`config.mk`:
```
export PLATFORM = sky130hd
export DESIGN_NAME = spe_ram
export DESIGN_NICKNAME = d
export VERILOG_FILES = /design/src/sv/shortest_path_engine_unit_macros.svh /design/src/sv/spe_ram.sv
export SDC_FILE = /design/constraint.sdc
export NUM_CORES = 1
export LEC_CHECK = 0
export BUFFER_PORTS_ARGS = -buffer_cell sky130_fd_sc_hd__buf_2
export CAP_MARGIN = 20
export CORE_MARGIN = 1
export CORE_UTILIZATION = 60
export CTS_CLUSTER_SIZE = 40
export DETAILED_ROUTE_END_ITERATION = 6
export PLACE_DENSITY = 0.78
export SYNTH_ARGS = -nofsm -noshare
export SYNTH_HDL_FRONTEND = slang
export SYNTH_SLANG_ARGS = --single-unit
```
`constraint.sdc`:
```
create_clock -name aclk -period 3.3 [get_ports aclk]
set_clock_uncertainty 0.1 [all_clocks]
set_input_delay 0 -clock aclk [delete_from_list [all_inputs] [get_ports aclk]]
set_output_delay 0 -clock aclk [all_outputs]
set_load 0.005 [all_outputs]
```
`src/sv/shortest_path_engine_unit_macros.svh`:
```
// assertion macros shared by the shortest path engine modules
// expects aclk and aresetn in the scope of each use
`ifndef SHORTEST_PATH_ENGINE_UNIT_MACROS_SVH
`define SHORTEST_PATH_ENGINE_UNIT_MACROS_SVH

// same-cycle implication, held off during reset
`define SPE_ASSERT_IMP(label, ante, cons, msg) \
    label: assert property (@(posedge aclk) disable iff (!aresetn) (ante) |-> (cons)) \
        else $error(msg);

// next-cycle implication, held off during reset
`define SPE_ASSERT_NXT(label, ante, cons, msg) \
    label: assert property (@(posedge aclk) disable iff (!aresetn) (ante) |=> (cons)) \
        else $error(msg);

`endif

```
`src/sv/spe_ram.sv`:
```
// generic simple dual-port ram, one write and one registered read port
// no dependencies
`timescale 1ns / 1ps

module spe_ram #(
    parameter int WIDTH     = 8,
    parameter int DEPTH     = 16,
    parameter int ADDR_BITS = 4
) (
    input  logic                 aclk,
    input  logic                 we,
    input  logic [ADDR_BITS-1:0] waddr,
    input  logic [WIDTH-1:0]     wdata,
    input  logic [ADDR_BITS-1:0] raddr,
    output logic [WIDTH-1:0]     rdata
);

    logic [WIDTH-1:0] mem [DEPTH];

    // write and registered read
    always_ff @(posedge aclk) begin
        if (we) begin
            mem[waddr] <= wdata;
        end
        rdata <= mem[raddr];
    end

endmodule

```
### Word level (Yosys, flattened, before mapping)

Memory sizes are Yosys's and may differ from the RTL's. A register that Yosys moved wholly into a read port is not among the register bits.
Cells that the tools add are included.

| operators by class | value |
|---|---|
| add/subtract/negate cells | 0 |
| $mul | 0 |
| divide/modulo/power cells | 0 |
| magnitude comparators | 0 |
| equality and inequality tests | 0 |
| shifts and indexed selects | 0 |
| muxes and demuxes | 2 |
| bitwise logic cells | 0 |
| reductions and logical operators | 0 |

Operator list:

| cell | count |
|---|---|
| $mux 1 | 2 |

| storage, ports and cells | value |
|---|---|
| register bits after elaboration | 0 |
| bits in latches | 0 |
| memory bits (writable) | 128 |
| ROM bits | 0 |
| bits of input ports | 18 |
| memories | 1 |

Memory list:

| name | words | bits a word | read ports | clocked after memory_dff | wr ports | RTL line | source |
|---|---|---|---|---|---|---|---|
| mem | 16 | 8 | 1 | 1 | 1 | spe_ram.sv:18 | `logic [WIDTH-1:0] mem [DEPTH];` |

### Depth between registers and ports, before layout

| depth | value |
|---|---|
| depth after elaboration | 2 |
| mapped depth | 5 |
| depth with buffers taken out | 3 |

### Worst setup path before layout

Ideal clock, no wire load.

| timing path | value |
|---|---|
| kind | in2reg |
| from | input port waddr[2] |
| to | memory mem[0][0], enable pin |
| arrival | 1.110 ns |
| required time | 2.817 ns |
| slack | 1.707 ns |
| stages | 2 |
| path buffers | 0 |
| path through | or3b_2 -> nor3_1 |

RTL lines:

| what | RTL line | source |
|---|---|---|
| from (decl) | spe_ram.sv:12 | `input logic [ADDR_BITS-1:0] waddr,` |
| to (decl) | spe_ram.sv:18 |  |

Straight into the memory's write port.

### Final worst setup path

| timing path | value |
|---|---|
| from | input port waddr[1] |
| to | memory mem[12][3], enable pin |

Straight into the memory's write port.

==> impl_metrics.prom <==
# TYPE chip_impl_metric gauge
chip_impl_info{name="crit_path_end_kind",value="flop"} 1
chip_impl_info{name="synth.area.top_cells",value="edfxtp_1, mux4_2, mux4_1"} 1
chip_impl_metric{name="rr_worst_depth",unit=""} 3
chip_impl_metric{name="reg2reg_slack",unit="ps"} 1760
chip_impl_info{name="startpoint_type",value="input port"} 1
chip_impl_info{name="cts_root_buf",value="clkbuf_8"} 1
chip_impl_metric{name="timing.critical_path.required",unit="ps"} 3340
chip_impl_metric{name="post_synth.cell_area_avg",unit="µm²"} 22.5
chip_impl_metric{name="via_per_inst",unit=""} 6.34
chip_impl_info{name="timing.hold.worst_endpoint",value="mem[1][2]$_DFFE_PP_"} 1
chip_impl_metric{name="power.density_cell_area",unit="nW/µm²"} 667
chip_impl_metric{name="final_hold_viols",unit=""} 0
chip_impl_metric{name="die_footprint",unit="µm²"} 8950
chip_impl_metric{name="cellLeakagePower",unit="nW"} 2.07
chip_impl_info{name="regToRegEndpoint",value="rdata[3]$_DFF_P_"} 1
chip_impl_metric{name="mappedNetlistNets",unit=""} 247
chip_impl_metric{name="number_of_storage_elements_in_the_synthesis_netlist",unit=""} 136
chip_impl_metric{name="cap_viol_max_count",unit=""} 0
chip_impl_metric{name="worstSkewPairLatency",unit="ps"} 510
chip_impl_metric{name="tightestPinTransition",unit="ps"} 1050
chip_impl_metric{name="fmaxAchievable",unit="MHz"} 541
chip_impl_metric{name="vdd.ir_drop.worst",unit="µV"} 471
chip_impl_metric{name="insertedDiodeCount",unit=""} 0
chip_impl_metric{name="timing.final.setup_violations",unit=""} 0
chip_impl_metric{name="worst_slew_margin_rel",unit="%"} 29.9
chip_impl_metric{name="drc",unit=""} 0
chip_impl_metric{name="synth_edf_count",unit=""} 128
chip_impl_metric{name="floorplan.die.width",unit="µm"} 94.6
chip_impl_metric{name="totalNegativeSetupSlack",unit="ps"} 0
chip_impl_metric{name="area_delta_synth_final",unit="%"} 18.9
chip_impl_metric{name="sequential_fraction_of_the_synthesis_area",unit="%"} 77.8
chip_impl_metric{name="report.power.total",unit="mW"} 4.08
chip_impl_metric{name="routed_wirelength",unit="mm"} 9.79
chip_impl_info{name="yosys.cell_count.top_type",value="edfxtp_1"} 1
chip_impl_info{name="grt_setup_unrepaired",value="no"} 1
chip_impl_metric{name="top_area_cell_type_share_of_the_netlist_area",unit="%"} 74.7
chip_impl_metric{name="antenna_left",unit=""} 0
chip_impl_info{name="worst_r2r_startpoint",value="mem[9][3]$_DFFE_PP_"} 1
chip_impl_metric{name="grt_use_total",unit="%"} 24.4
chip_impl_metric{name="initial_utilization",unit="%"} 62.3
chip_impl_info{name="synth_top_area_cell",value="edfxtp_1"} 1
chip_impl_metric{name="floorplan.core_area",unit="µm²"} 8260
chip_impl_metric{name="design.portCount",unit=""} 26
chip_impl_metric{name="final_layout_size_suffix_gt1_share",unit="%"} 27.6
chip_impl_info{name="run_status",value="completed"} 1
chip_impl_metric{name="worst_setup_hold_path_clk_slew",unit="ps"} 60
chip_impl_metric{name="cts_inserted_buffers",unit=""} 17
chip_impl_metric{name="synth.cell_area",unit="µm²"} 5150
chip_impl_info{name="synthTopCellsByCount",value="edfxtp_1, mux4_2, a22oi_1"} 1
chip_impl_metric{name="placement_rows",unit=""} 33
chip_impl_metric{name="clk_path_buf_depth",unit=""} 2
chip_impl_metric{name="finalWeightedCongestion",unit=""} 0.749
chip_impl_metric{name="clock-sinks",unit=""} 136
chip_impl_info{name="min-delay-path-class",value="in -> reg"} 1
chip_impl_metric{name="synth-async-reset-ratio",unit="%"} 0
chip_impl_metric{name="synth_cells",unit=""} 229
chip_impl_info{name="path_class",value="in -> reg"} 1
chip_impl_info{name="synth_flop_cell",value="edfxtp_1"} 1
chip_impl_metric{name="final_core_util",unit="%"} 74.1
chip_impl_metric{name="design.final.nets",unit=""} 299
chip_impl_metric{name="placement.io_buffers",unit=""} 25
chip_impl_metric{name="drt-initial-drc-count",unit=""} 323
chip_impl_metric{name="cts_max_level",unit=""} 4
chip_impl_metric{name="first_global_vias",unit=""} 2424
chip_impl_metric{name="dpl.hpwl",unit="mm"} 5.61
chip_impl_metric{name="crit_arrival",unit="ps"} 1890
chip_impl_metric{name="critical_path.max_fanout",unit=""} 8
chip_impl_metric{name="min_path_cells",unit=""} 3
chip_impl_metric{name="grt_pass1_wl",unit="mm"} 14.5
chip_impl_metric{name="antenna_found_initial",unit=""} 0
chip_impl_info{name="tritoncts",value="done"} 1
chip_impl_metric{name="ctsResizeCount",unit=""} 0
chip_impl_metric{name="filler_cell_count",unit=""} 453
chip_impl_metric{name="synth.yosys.warnings",unit=""} 0
chip_impl_metric{name="detailroute.via_count",unit=""} 2531
chip_impl_metric{name="finalWorstPathRequiredPeriod",unit="ps"} 1850
chip_impl_metric{name="routedWlPerCell",unit="µm"} 24.5
chip_impl_metric{name="final-max-slew-violation-count",unit=""} 0
chip_impl_metric{name="period_share",unit="%"} 56.0
chip_impl_metric{name="drt_first_pass_iters",unit=""} 5
chip_impl_metric{name="grt_overflow_total",unit=""} 0
chip_impl_metric{name="grt_start_max_net_pins",unit=""} 33
chip_impl_info{name="hold_path.startpoint",value="waddr[2]"} 1
chip_impl_metric{name="dieHeight",unit="µm"} 94.6
chip_impl_metric{name="yosys_cell_types",unit=""} 19
-- final cells by class --
type	count	area, µm²	share of cell area (%)
clock inverter	14	198	3.23
timing repair buffer	43	295	4.83
multi-input combinational	83	1060	17.4
tap	105	131	2.15
sequential	136	4000	65.4
clock buffer	18	428	6.99
-- layer usage --
metal,global-route usage [%],up-vias,part of all wire (%)
li1,-,1085,-
met1,33.6,1299,41
met2,37.3,137,49
met3,5.80,10,7.9
met4,11.2,0,1.6
met5,0,-,0
-- per-stage QoR --
step	setup slack (ps)	hold slack, ps	cells	cell area (µm²)
floorplan	1710	-1.13	229	5150
CTS	1500	30.5	399	6120
detailed placement	1190	276	353	5350
global placement	1240	274	353	5350
finish	1450	47.5	399	6120
global route	1440	54.1	399	6120
-- cells by family after synthesis --
kind of cell / after synthesis / synth area share (%)
buffers and inverters: 10 / 1.68
multiplexers: 32 / 15.0
AO/OA/AOI/OAI: 16 / 2.33
flip-flops: 136 / 77.8
AND/OR/NAND/NOR: 35 / 3.18
-- flip-flops by register name, indices dropped and copies added, names as in the netlist --
register / flops
rdata: 8
mem: 128
-- cells in the final DEF, fill, tap and decap left out, types with 3 or more instances in the layout --
cell type / count
edfxtp_1: 128
buf_2: 25
mux4_2: 18
a22oi_1: 16
clkbuf_16: 16
mux4_1: 14
dlygate4sd3_1: 14
nor2_1: 13
nand2_1: 9
dfxtp_1: 8
clkinvlp_4: 5
bufinv_16: 4
buf_4: 4
nor3_1: 3
-- worst max-delay path, stage by stage --
cell and delay (ps):
dlygate4sd3_1 530, buf_2 170, nor3_2 260, dlygate4sd3_1 920
-- how the worst max path moves through the flow --
stage | from | to | cells past startpoint
final | waddr[1] | mem[12][3]$_DFFE_PP_ | 4
after floorplan | waddr[2] | mem[0][0]$_DFFE_PP_ | 2
after CTS | waddr[1] | mem[12][3]$_DFFE_PP_ | 4
after global routing | waddr[1] | mem[12][5]$_DFFE_PP_ | 4
after global placement | raddr[0] | rdata[1]$_DFF_P_ | 5
after detailed placement | raddr[0] | rdata[1]$_DFF_P_ | 5
-- timing repair --
action / in CTS / in global routing
setup buffers: 0 / 0
hold buffers: 14 / 0
hold endpoints to repair: 163 / 0
-- power by group --
group	switching [mW]	internal, mW	leakage, nW	total [mW]
registers	0.0121	1.93	1.22	1.94
clock network	0.704	1.25	0.290	1.96
logic	0.100	0.0802	0.555	0.180
Power figures use the tool's default switching activity.
